File: src/rtl/bpg_pkg.sv
// bpg_pkg: shared types and constants for the bitmap byte to gray converter
// no dependencies; imported by bpg_front, bpg_back and bmp_pixel_bytes_to_gray

package bpg_pkg;

	// pixel format codes
	localparam logic [1:0] FMT_GRAY = 2'd0;
	localparam logic [1:0] FMT_BGR  = 2'd1;
	localparam logic [1:0] FMT_BGRA = 2'd2;

	// register indexes (word address bits [3:2])
	localparam logic [1:0] REG_WIDTH  = 2'd0;
	localparam logic [1:0] REG_HEIGHT = 2'd1;
	localparam logic [1:0] REG_FORMAT = 2'd2;

	// q16 luma weights
	localparam logic [15:0] WEIGHT_R = 16'd19595;
	localparam logic [15:0] WEIGHT_G = 16'd38470;
	localparam logic [15:0] WEIGHT_B = 16'd7471;

	localparam int CMD_DEPTH = 4;
	localparam int RES_DEPTH = 4;

	typedef struct packed {
		logic [12:0] image_width;
		logic [12:0] image_height;
		logic [1:0]  pixel_format;
	} cfg_t;

	// one pixel handed from front to back
	typedef struct packed {
		logic       passthrough;
		logic [7:0] blue;
		logic [7:0] green;
		logic [7:0] red;
		logic       row_end;
		logic       image_end;
	} cmd_t;

	typedef struct packed {
		logic [7:0] gray_value;
		logic       row_end;
		logic       image_end;
	} res_t;

endpackage

File: src/rtl/bpg_fifo.sv
// bpg_fifo: small register queue with full/empty flags
// no package dependency; DEPTH must be a power of two, at least 2

module bpg_fifo #(
	parameter int W     = 8,
	parameter int DEPTH = 4
) (
	input  logic         clk,
	input  logic         arst_n,
	input  logic         push,
	input  logic [W-1:0] din,
	output logic         full,
	input  logic         pop,
	output logic [W-1:0] dout,
	output logic         empty
);
	localparam int PTR_W = $clog2(DEPTH);

	logic [W-1:0]     mem_q [DEPTH];
	logic [PTR_W-1:0] wr_ptr_q;
	logic [PTR_W-1:0] rd_ptr_q;
	logic [PTR_W:0]   count_q;
	logic             do_push;
	logic             do_pop;

	assign full    = (count_q == (PTR_W+1)'(DEPTH));
	assign empty   = (count_q == '0);
	assign do_push = push & ~full;
	assign do_pop  = pop & ~empty;
	assign dout    = mem_q[rd_ptr_q];

	always_ff @(posedge clk or negedge arst_n) begin
		if (!arst_n) begin
			wr_ptr_q <= '0;
			rd_ptr_q <= '0;
			count_q  <= '0;
		end else begin
			if (do_push) wr_ptr_q <= wr_ptr_q + 1'b1;
			if (do_pop) rd_ptr_q <= rd_ptr_q + 1'b1;
			if (do_push && !do_pop) count_q <= count_q + 1'b1;
			else if (do_pop && !do_push) count_q <= count_q - 1'b1;
		end
	end

	always_ff @(posedge clk) begin
		if (do_push) mem_q[wr_ptr_q] <= din;
	end

endmodule

File: src/rtl/bpg_front.sv
// bpg_front: byte position tracking, pad dropping and pixel assembly
// depends on bpg_pkg; pushes one cmd_t per completed pixel

module bpg_front #(
	parameter int MAX_WIDTH  = 4096,
	parameter int MAX_HEIGHT = 4096
) (
	input  logic          clk,
	input  logic          arst_n,
	input  bpg_pkg::cfg_t cfg,
	input  logic          in_push,
	input  logic [7:0]    in_byte,
	output logic          in_full,
	output logic          cmd_push,
	output bpg_pkg::cmd_t cmd_data,
	input  logic          cmd_full
);
	import bpg_pkg::*;

	localparam int LEN_W = $clog2(4*MAX_WIDTH + 1);
	localparam int ROW_W = (MAX_HEIGHT > 1) ? $clog2(MAX_HEIGHT) : 1;

	logic [LEN_W-1:0] pos_q;
	logic [1:0]       ch_q;
	logic [ROW_W-1:0] row_q;
	logic [7:0]       blue_q;
	logic [7:0]       green_q;
	logic [7:0]       red_q;

	logic [31:0]      w_ext;
	logic [31:0]      h_ext;
	logic [31:0]      w_eff;
	logic [31:0]      h_eff;
	logic [LEN_W-1:0] w_len;
	logic [LEN_W-1:0] data_len;
	logic [LEN_W:0]   pad_sum;
	logic [LEN_W:0]   padded;
	logic [LEN_W:0]   pos_inc;
	logic [ROW_W-1:0] last_row;
	logic [1:0]       last_ch;
	logic             gray_mode;
	logic             accept;
	logic             in_data;
	logic             row_done;
	logic             row_last;
	logic             pix_done;
	logic [7:0]       blue_n;
	logic [7:0]       green_n;
	logic [7:0]       red_n;

	always_comb begin
		w_ext = 32'(cfg.image_width);
		h_ext = 32'(cfg.image_height);
		if (w_ext == 32'd0) w_eff = 32'd1;
		else if (w_ext > 32'(MAX_WIDTH)) w_eff = 32'(MAX_WIDTH);
		else w_eff = w_ext;
		if (h_ext == 32'd0) h_eff = 32'd1;
		else if (h_ext > 32'(MAX_HEIGHT)) h_eff = 32'(MAX_HEIGHT);
		else h_eff = h_ext;
		w_len    = LEN_W'(w_eff);
		last_row = ROW_W'(h_eff - 32'd1);

		unique case (cfg.pixel_format)
			FMT_GRAY: begin
				data_len = w_len;
				last_ch  = 2'd0;
			end
			FMT_BGR: begin
				data_len = w_len + (w_len << 1);
				last_ch  = 2'd2;
			end
			default: begin
				// bgra, and the unused code acts as bgra
				data_len = w_len << 2;
				last_ch  = 2'd3;
			end
		endcase
		gray_mode = (cfg.pixel_format == FMT_GRAY);

		pad_sum  = {1'b0, data_len} + (LEN_W+1)'(3);
		padded   = {pad_sum[LEN_W:2], 2'b00};
		pos_inc  = {1'b0, pos_q} + 1'b1;
		in_data  = ({1'b0, pos_q} < {1'b0, data_len});
		row_done = (pos_inc >= padded);
		row_last = (row_q >= last_row);
		pix_done = in_data && (gray_mode || (ch_q >= last_ch));

		blue_n  = (ch_q == 2'd0) ? in_byte : blue_q;
		green_n = (ch_q == 2'd1) ? in_byte : green_q;
		red_n   = (ch_q == 2'd2) ? in_byte : red_q;
	end

	assign in_full  = cmd_full;
	assign accept   = in_push & ~cmd_full;
	assign cmd_push = accept & pix_done;

	always_comb begin
		cmd_data.passthrough = gray_mode;
		cmd_data.blue        = gray_mode ? in_byte : blue_n;
		cmd_data.green       = green_n;
		cmd_data.red         = red_n;
		cmd_data.row_end     = (pos_inc >= {1'b0, data_len});
		cmd_data.image_end   = cmd_data.row_end && row_last;
	end

	always_ff @(posedge clk or negedge arst_n) begin
		if (!arst_n) begin
			pos_q   <= '0;
			ch_q    <= '0;
			row_q   <= '0;
			blue_q  <= '0;
			green_q <= '0;
			red_q   <= '0;
		end else if (accept) begin
			if (in_data && !gray_mode) begin
				blue_q  <= blue_n;
				green_q <= green_n;
				red_q   <= red_n;
			end
			if (row_done) begin
				pos_q <= '0;
				ch_q  <= '0;
				row_q <= row_last ? '0 : row_q + 1'b1;
			end else begin
				pos_q <= pos_inc[LEN_W-1:0];
				if (in_data) ch_q <= pix_done ? 2'd0 : ch_q + 2'd1;
			end
		end
	end

	// image end only ever rides on the last pixel of a row
	a_image_end_on_row_end: assert property (@(posedge clk) disable iff (!arst_n)
		cmd_push && cmd_data.image_end |-> cmd_data.row_end)
		else $error("image end without row end");

	a_row_wrap: assert property (@(posedge clk) disable iff (!arst_n)
		accept && row_done |=> (pos_q == '0) && (ch_q == 2'd0))
		else $error("row position not cleared after row end");

endmodule

File: src/rtl/bpg_back.sv
// bpg_back: luma weighting of queued pixels and the result queue
// depends on bpg_pkg and bpg_fifo

module bpg_back (
	input  logic          clk,
	input  logic          arst_n,
	input  bpg_pkg::cmd_t cmd_data,
	input  logic          cmd_empty,
	output logic          cmd_pop,
	output bpg_pkg::res_t res_data,
	output logic          res_empty,
	input  logic          res_pop
);
	import bpg_pkg::*;

	localparam int OCC_W = $clog2(RES_DEPTH + 1);

	logic [OCC_W-1:0] occ_q;
	logic             valid_s1;
	logic             pass_s1;
	logic [7:0]       byte_s1;
	logic [23:0]      prod_r_s1;
	logic [23:0]      prod_g_s1;
	logic [23:0]      prod_b_s1;
	logic             row_end_s1;
	logic             image_end_s1;
	logic [23:0]      luma_sum;
	res_t             res_in;
	logic             res_full;
	logic             res_taken;

	// occupancy counts the pixel in flight plus queued results
	assign cmd_pop   = ~cmd_empty && (occ_q < OCC_W'(RES_DEPTH));
	assign res_taken = res_pop & ~res_empty;

	always_ff @(posedge clk or negedge arst_n) begin
		if (!arst_n) begin
			occ_q    <= '0;
			valid_s1 <= 1'b0;
		end else begin
			valid_s1 <= cmd_pop;
			if (cmd_pop && !res_taken) occ_q <= occ_q + 1'b1;
			else if (res_taken && !cmd_pop) occ_q <= occ_q - 1'b1;
		end
	end

	always_ff @(posedge clk) begin
		if (cmd_pop) begin
			pass_s1      <= cmd_data.passthrough;
			byte_s1      <= cmd_data.blue;
			prod_r_s1    <= 24'(WEIGHT_R) * 24'(cmd_data.red);
			prod_g_s1    <= 24'(WEIGHT_G) * 24'(cmd_data.green);
			prod_b_s1    <= 24'(WEIGHT_B) * 24'(cmd_data.blue);
			row_end_s1   <= cmd_data.row_end;
			image_end_s1 <= cmd_data.image_end;
		end
	end

	// weights sum to 65536, so the sum of products fits 24 bits
	assign luma_sum          = prod_r_s1 + prod_g_s1 + prod_b_s1;
	assign res_in.gray_value = pass_s1 ? byte_s1 : luma_sum[23:16];
	assign res_in.row_end    = row_end_s1;
	assign res_in.image_end  = image_end_s1;

	bpg_fifo #(
		.W     ($bits(res_t)),
		.DEPTH (RES_DEPTH)
	) u_res_fifo (
		.clk    (clk),
		.arst_n (arst_n),
		.push   (valid_s1),
		.din    (res_in),
		.full   (res_full),
		.pop    (res_pop),
		.dout   (res_data),
		.empty  (res_empty)
	);

	a_occ_bound: assert property (@(posedge clk) disable iff (!arst_n)
		occ_q <= OCC_W'(RES_DEPTH))
		else $error("result occupancy above queue depth");

	a_no_overflow: assert property (@(posedge clk) disable iff (!arst_n)
		valid_s1 |-> !res_full)
		else $error("result queue written while full");

	a_empty_when_idle: assert property (@(posedge clk) disable iff (!arst_n)
		(occ_q == '0) |-> res_empty && !valid_s1)
		else $error("result present with zero occupancy");

endmodule

File: src/rtl/bmp_pixel_bytes_to_gray.sv
// bmp_pixel_bytes_to_gray: padded bitmap pixel bytes in, gray pixels out
// depends on bpg_pkg, bpg_fifo, bpg_front, bpg_back
//
// channel   direction  handshake                 payload
// bytes     in         push / full               raw_byte[7:0]
// pixels    out        empty / pop               gray_value[7:0], row_end, image_end
// config    in         apb psel/penable/pready   paddr[3:0], pwdata/prdata[31:0]
//
// one byte beat per cycle sustained while full is low; the front decides pad/pixel
// in the cycle it takes the byte, and a completed pixel then passes through the
// command queue, the product register and the result queue to the result side
// arst_n clears counters and queues and sets the config (width 1, height 1, 8-bit format)
// full rises only when the four-entry command queue fills; the back stalls on its
// own when the four-entry result queue is held by pop low

module bmp_pixel_bytes_to_gray #(
	parameter int MAX_WIDTH  = 4096,
	parameter int MAX_HEIGHT = 4096
) (
	input  logic        clk,
	input  logic        arst_n,
	input  logic        push,
	output logic        full,
	input  logic [7:0]  raw_byte,
	output logic        empty,
	input  logic        pop,
	output logic [7:0]  gray_value,
	output logic        row_end,
	output logic        image_end,
	input  logic        psel,
	input  logic        penable,
	input  logic        pwrite,
	input  logic [3:0]  paddr,
	input  logic [31:0] pwdata,
	output logic [31:0] prdata,
	output logic        pready
);
	import bpg_pkg::*;

	cfg_t       cfg_q;
	logic       cfg_write;
	logic [1:0] reg_idx;
	logic       cmd_push;
	cmd_t       cmd_in;
	logic       cmd_full;
	logic       cmd_pop;
	cmd_t       cmd_out;
	logic       cmd_empty;
	res_t       res;

	assign pready    = 1'b1;
	assign reg_idx   = paddr[3:2];
	assign cfg_write = psel & penable & pwrite & pready;

	always_ff @(posedge clk or negedge arst_n) begin
		if (!arst_n) begin
			cfg_q.image_width  <= 13'd1;
			cfg_q.image_height <= 13'd1;
			cfg_q.pixel_format <= FMT_GRAY;
		end else if (cfg_write) begin
			unique case (reg_idx)
				REG_WIDTH:  cfg_q.image_width  <= pwdata[12:0];
				REG_HEIGHT: cfg_q.image_height <= pwdata[12:0];
				REG_FORMAT: cfg_q.pixel_format <= pwdata[1:0];
				default: ;
			endcase
		end
	end

	always_comb begin
		unique case (reg_idx)
			REG_WIDTH:  prdata = {19'd0, cfg_q.image_width};
			REG_HEIGHT: prdata = {19'd0, cfg_q.image_height};
			REG_FORMAT: prdata = {30'd0, cfg_q.pixel_format};
			default:    prdata = '0;
		endcase
	end

	bpg_front #(
		.MAX_WIDTH  (MAX_WIDTH),
		.MAX_HEIGHT (MAX_HEIGHT)
	) u_front (
		.clk      (clk),
		.arst_n   (arst_n),
		.cfg      (cfg_q),
		.in_push  (push),
		.in_byte  (raw_byte),
		.in_full  (full),
		.cmd_push (cmd_push),
		.cmd_data (cmd_in),
		.cmd_full (cmd_full)
	);

	bpg_fifo #(
		.W     ($bits(cmd_t)),
		.DEPTH (CMD_DEPTH)
	) u_cmd_fifo (
		.clk    (clk),
		.arst_n (arst_n),
		.push   (cmd_push),
		.din    (cmd_in),
		.full   (cmd_full),
		.pop    (cmd_pop),
		.dout   (cmd_out),
		.empty  (cmd_empty)
	);

	bpg_back u_back (
		.clk       (clk),
		.arst_n    (arst_n),
		.cmd_data  (cmd_out),
		.cmd_empty (cmd_empty),
		.cmd_pop   (cmd_pop),
		.res_data  (res),
		.res_empty (empty),
		.res_pop   (pop)
	);

	assign gray_value = res.gray_value;
	assign row_end    = res.row_end;
	assign image_end  = res.image_end;

endmodule
File: config.mk
export PLATFORM = sky130hd
export DESIGN_NAME = bmp_pixel_bytes_to_gray
export DESIGN_NICKNAME = d
export VERILOG_FILES = /design/src/rtl/bpg_pkg.sv /design/src/rtl/bpg_fifo.sv /design/src/rtl/bpg_front.sv /design/src/rtl/bpg_back.sv /design/src/rtl/bmp_pixel_bytes_to_gray.sv
export SDC_FILE = /design/constraint.sdc
export NUM_CORES = 1
export LEC_CHECK = 0
export ABC_AREA = 1
export CORE_MARGIN = 3
export CORE_UTILIZATION = 35
export CTS_CLUSTER_DIAMETER = 200
export DETAILED_ROUTE_END_ITERATION = 6
export DONT_BUFFER_PORTS = 1
export HOLD_SLACK_MARGIN = 0.05
export PLACE_DENSITY = 0.52
export SYNTH_ARGS = -nofsm -noshare
export SYNTH_HDL_FRONTEND = slang
export SYNTH_SLANG_ARGS = --single-unit
File: constraint.sdc
create_clock -name clk -period 7.7 [get_ports clk]
set_input_delay 0.77 -clock clk [delete_from_list [all_inputs] [get_ports clk]]
set_output_delay 0.77 -clock clk [all_outputs]
set_load 0.05 [all_outputs]
# Word-level counts from Yosys, hierarchy flattened
# Memory sizes are Yosys's and may differ from the RTL's.
# Cells that the tools add are included.
[totals] register_bits=177 mem_bits_rw=148 word_cells=135 n_memories=2
[mem_list] name="u_cmd_fifo.mem_q" depth=4 word_bits=27 read_ports=1 rd_ports_with_merged_regs=0 wr=1 line="bpg_fifo.sv:19" text="logic [W-1:0] mem_q [DEPTH];"
[mem_list] name="u_back.u_res_fifo.mem_q" depth=4 word_bits=10 read_ports=1 rd_ports_with_merged_regs=0 wr=1 line="bpg_fifo.sv:19"
[classes] add_sub_neg=18 multipliers=3 n_lt_le_gt_ge=8 n_eq_ne=7 muxes=27 n_bitwise=12 reduce_logical=34
[op_table] operator="$mul 15x8->23 const A" n=2
[op_table] operator="$mux 8" n=5
[op_table] operator="$pmux 13 s3" n=1
[op_table] operator="$mux 12" n=3
[op_table] operator="$pmux 15 s2" n=1
[op_table] operator="$gt 13x13->1 const B" n=2
[op_table] operator="$logic_not 13->1" n=2
[op_table] operator="$mux 13" n=2
[op_table] operator="$add 23x24->24" n=1
[op_table] operator="$add 24x21->24" n=1
[op_table] operator="$mul 13x8->21 const A" n=1
[op_table] operator="$mux 3" n=6
[op_table] operator="$add 15x1->16 const B" n=1
[op_table] operator="$add 15x2->16 const B" n=1
[op_table] operator="$ge 16x15->1" n=1
[op_table] operator="$ge 16x16->1" n=1
[op_table] operator="$add 15x15->15" n=1
[op_table] operator="$lt 15x15->1" n=1
[op_table] operator="$mux 15" n=1
[op_table] operator="$add 12x1->12 const B" n=1
[op_table] operator="$ge 12x12->1" n=1
[op_table] operator="$reduce_and 2->1" n=6
[op_table] operator="$sub 12x1->12 const B" n=1
[op_table] operator="$add 2x1->2 const B" n=5
[op_table] operator="other kinds (18)" n=61

# Longest topological paths before layout
[depth] depth_word=13 ltp_mapped=37

# By module
# From an unflattened synthesis, not the netlist that was laid out.
[unflattened] cells_unflattened=2763 area_unflattened_um2=24278.3
[by_module_without_submodules] module="bpg_back" instances=1 cells_each=1161 area_per_inst_um2=10282.4 seq_area_each_um2=2412.3
[by_module_without_submodules] module="bpg_front" instances=1 cells_each=851 area_per_inst_um2=5709.2 seq_area_each_um2=1326.3
[by_module_without_submodules] module="bpg_fifo at u_cmd_fifo" instances=1 cells_each=376 area_per_inst_um2=4769.6 seq_area_each_um2=3418.3
[by_module_without_submodules] module="bpg_fifo at u_back.u_res_fifo" instances=1 cells_each=178 area_per_inst_um2=2063.2 seq_area_each_um2=1376.3
[by_module_without_submodules] module="bmp_pixel_bytes_to_gray" instances=1 cells_each=197 area_per_inst_um2=1453.9 seq_area_each_um2=703.2

# Least setup slack after synthesis
# OpenSTA, ideal clock, no wires.
[synth_path] path_type="reg2reg" from="reg u_cmd_fifo.rd_ptr_q[0]" to="reg u_back.prod_b_s1[18] (data pin)" arrival_time_ns=5.523 t_required_ns=7.448 slack_ns=1.925 path_stages_with_launch=21 n_path_buf=2 period_less_slack_ns=5.775 path_cell_list="dfrtp_1 -> clkbuf_1 -> buf_1 -> a21oi_1 -> a32oi_1 -> fa_1 -> fa_1 -> inv_1 -> fa_1 -> inv_1 -> fa_1 -> ha_1 -> nand2_1 -> o21ai_0 -> a21oi_1 -> o21ai_0 -> a21oi_1 -> o21ai_0 -> nand4_1 -> nand3_1 -> nand2_1"
[synth_rtl] element="start, declared" line="bpg_fifo.sv:21" text="logic [PTR_W-1:0] rd_ptr_q;"
[synth_rtl] element="start signal, assigned" line="bpg_fifo.sv:39" text="if (do_pop) rd_ptr_q <= rd_ptr_q + 1'b1;"
[synth_rtl] element="end signal, assigned" line="bpg_back.sv:53" text="prod_b_s1 <= 24'(WEIGHT_B) * 24'(cmd_data.blue);"
[synth_rtl] element="end, declared" line="bpg_back.sv:24" text="logic [23:0] prod_b_s1;"

==> qor.yml <==
cp_common_cell: "o21ai_0"
synth_top_family_by_area: "adder cells"
busiest_layer: "met2"
row_count: 92
crit_chain: "inv_1 > buf_4 > o21ai_0 > o22ai_1 > fa_1 > ha_1 > ha_1 > inv_1 > fa_1 > inv_1 > ha_1 > a21o_1 > a31oi_1 > o21ai_0 > a21oi_1 > o21ai_0 > a21oi_1 > o21ai_0 > nand4_1 > nand3_1 > nand2_1"
worstPathMaxFanout: 32
synth_seq_area_share_pct: 40.7
cts_buffers: 38
fmax_mhz: 157
fin_worst_skew_ns: 0.0238
cap_violations: 0
fin_nets: 2854
diodes: 0
synth_xor_area_share_pct: 3.36
drt_wl_total_mm: 52.7
pin_count: 96
cts_max_level: 2
finalCoreUtilization_pct: 39.3
synthSimpleGateAreaFrac_pct: 13.3
syn_inst: 2410
synth.area.mux_share_pct: 0.149
start_kind: "flop"
synth.top_cell.area_share_pct: 29.8
use_met3_pct: 2.65
hold_violations: 0
cts_max_path_buffers: 3
final-max-slew-violation-count: 0
required_ns: 8.00
crit_path_max_incr_delay_ns: 0.65
cpMaxStageDelayCell: "o22ai_1"
relSlewSlack_pct: 22.8
clkSinkCount: 324
ys_types: 57
multi_input_area_um2: 11900
ys.flop_type: "edfxtp_1"
async_flop_share_pct: 30.6
gp_congestion: 0.881
clockRootBuffer: "clkbuf_16"
drive_gt1_share_pct: 4.89
synth-adder-area-share_pct: 23.5
vias_per_cell: 4.85
setup_viol: 0
finalNonFillerCells: 3302
hp-class: "primary input to asynchronous set/reset pin"
fin_setup_tns_ns: 0
fin_crit_sh_pct: 82.9
overflow: 0
die_area_um2: 68000
synth-compound-area-share_pct: 11.4
grt_pass1_wl_mm: 86.6
final_common_cell: "nand2_1"
post_cts_resize_count: 0
yosys.area.top_type: "edfxtp_1"
route.vias.total: 16000
antenna_left: 0
die-height_um: 261
drc: 0
start_util_pct: 35.7
dp_hpwl_mm: 40.5
fillers: 6224
drt-pass1-iter-count: 6
grt_usage_pct: 15.9
dieWidth_um: 261
layout_common_cells: "nand2_1 (390), inv_1 (359), ha_1 (291)"
gr-usage-met2_pct: 26.6
ff_latch_area_um2: 9240
tightestPinTransition_ns: 1.15
cts_tree: "built"
synthToLayoutAreaGrowth_pct: 10.1
crit_path_end_kind: "flop"
drt_iter0_markers: 841
grt_setup_unrepaired: "no"
clk_latency_ns: 0.54
synthesis.area_per_instance_um2: 9.42
synth-seq-cells: 324
grt_antenna_before_repair: 0
dp_cells: 3231
synth_edf_count: 225
synthTopCellsByArea: "edfxtp_1 (30%), ha_1 (16%), dfrtp_1 (11%)"
port_buffers: 0
period_minus_slack_ns: 6.39
path_class: "flop to flop"
core_area_um2: 63700
grt_pass1_vias: 16100
status: "completed"
grt_max_degree: 98
met1_usage_pct: 21.8
synth_warnings: 0
wl_per_cell_um: 15.9
synth_area_um2: 22700
arrival_ns: 6.68
cp_top_family: "compound AO/OA/AOI/OAI gates"
cp.buffers_inverters: 4
clkTransAtPathRegs_ns: 0.06
==> cells by family (layout without fill, tap and decap cells) <==
kind of cell	count (synthesis)	in the layout
xor+xnor	87	87
buf+inv	432	460
fa+ha+maj	376	376
mux	3	3
flops	324	324
other cells	2	20
simple gates	721	721
compound gates	465	465
==> final cells by class <==
cell class / instances / area share [%]
Timing Repair Buffer: 26 / 0.871
Clock buffer: 51 / 4.21
Sequential cell: 324 / 36.9
Multi-Input combinational cell: 1672 / 47.4
Tap cell: 846 / 4.23
Clock inverter: 18 / 0.816
Inverter: 365 / 5.48
==> sequential cells by signal, indices dropped and copies added (netlist names), 2 cells and up <==
signal	cells
u_cmd_fifo.mem_q	108
u_back.u_res_fifo.mem_q	40
cfg_q	28
u_back.prod_g_s1	23
u_back.prod_r_s1	23
u_back.prod_b_s1	20
u_front.pos_q	15
u_front.row_q	12
u_back.byte_s1	8
u_front.blue_q	8
u_front.green_q	8
u_front.red_q	8
u_back.occ_q	3
u_back.u_res_fifo.count_q	3
u_cmd_fifo.count_q	3
u_back.u_res_fifo.rd_ptr_q	2
u_back.u_res_fifo.wr_ptr_q	2
u_cmd_fifo.rd_ptr_q	2
u_cmd_fifo.wr_ptr_q	2
u_front.ch_q	2
==> synthesized netlist by cell type, types with 2 or more instances <==
| cell | number |
|---|---|
| a211oi_1 | 5 |
| a21boi_0 | 5 |
| a21o_1 | 6 |
| a21oi_1 | 136 |
| a22oi_1 | 2 |
| a31oi_1 | 8 |
| a32oi_1 | 13 |
| and3_1 | 2 |
| buf_1 | 2 |
| buf_4 | 20 |
| clkbuf_1 | 44 |
| clkinv_1 | 2 |
| conb_1 | 2 |
| dfrtp_1 | 97 |
| dfstp_2 | 2 |
| edfxtp_1 | 225 |
| fa_1 | 85 |
| ha_1 | 291 |
| inv_1 | 360 |
| inv_2 | 3 |
| mux2_2 | 3 |
| nand2_1 | 390 |
| nand2_2 | 5 |
| nand3_1 | 82 |
| nand3_2 | 2 |
| nand4_1 | 21 |
| nor2_1 | 171 |
| nor2_2 | 2 |
| nor2_4 | 5 |
| nor3_1 | 22 |
| nor3b_1 | 4 |
| nor4_1 | 7 |
| o211ai_1 | 7 |
| o21a_1 | 7 |
| o21ai_0 | 212 |
| o21ai_1 | 3 |
| o21bai_1 | 3 |
| o221ai_1 | 3 |
| o22ai_1 | 37 |
| o311ai_0 | 2 |
| o31ai_1 | 8 |
| or2_2 | 4 |
| xnor2_1 | 24 |
| xor2_1 | 63 |
==> worst register-to-register path, delay by kind of cell, from the launching register on <==
| kind | cells | cell delay, ns |
|---|---|---|
| AO/OA/AOI/OAI | 9 | 2.24 |
| adder cells (fa/ha/maj) | 5 | 2.10 |
| buffers and inverters | 4 | 0.85 |
| flip-flops | 1 | 0.63 |
| AND/OR/NAND/NOR | 3 | 0.33 |
==> metal layers <==
metal  vias up  routed length (um)
met5         -                   0
met4         0                 891
met2       233               24900
met3        54                2150
met1      7550               24700
li1       8166                   -
==> per-stage QoR <==
stage | setup WS (ns) | area [um^2] | hold slack, ns
2_1_floorplan | 1.92 | 22800 | 0.453
3_3_place_gp | 1.32 | 23700 | 0.472
3_5_place_dp | 1.25 | 23700 | 0.475
4_1_cts | 1.24 | 25000 | 0.131
5_1_grt | 0.743 | 25000 | 0.139
6_report | 1.31 | 25000 | 0.0901
==> timing repair <==
action / in CTS / in global routing
hold endpoints to repair: 97 / 0
hold buffers: 2 / 0
setup buffers: 0 / 0
==> final timing paths <==
path                                         from                             to  slack [ns]  cells after the start
max                        u_cmd_fifo.rd_ptr_q[1]           u_back.prod_b_s1[18]        1.31                     21
min                                        arst_n             u_front.green_q[2]        0.09                      1
max reg2reg                u_cmd_fifo.rd_ptr_q[1]           u_back.prod_b_s1[18]        1.31                     21
min reg2reg                             cfg_q[24]                      cfg_q[24]        0.49                      2
max in group asynchronous                  arst_n                       cfg_q[2]        6.80                      1
min in group clk                              pop  u_back.u_res_fifo.rd_ptr_q[0]        0.39                      2
Power is not shown: default switching activity piles up to over one toggle a cycle in this logic, so the estimate is an artifact.
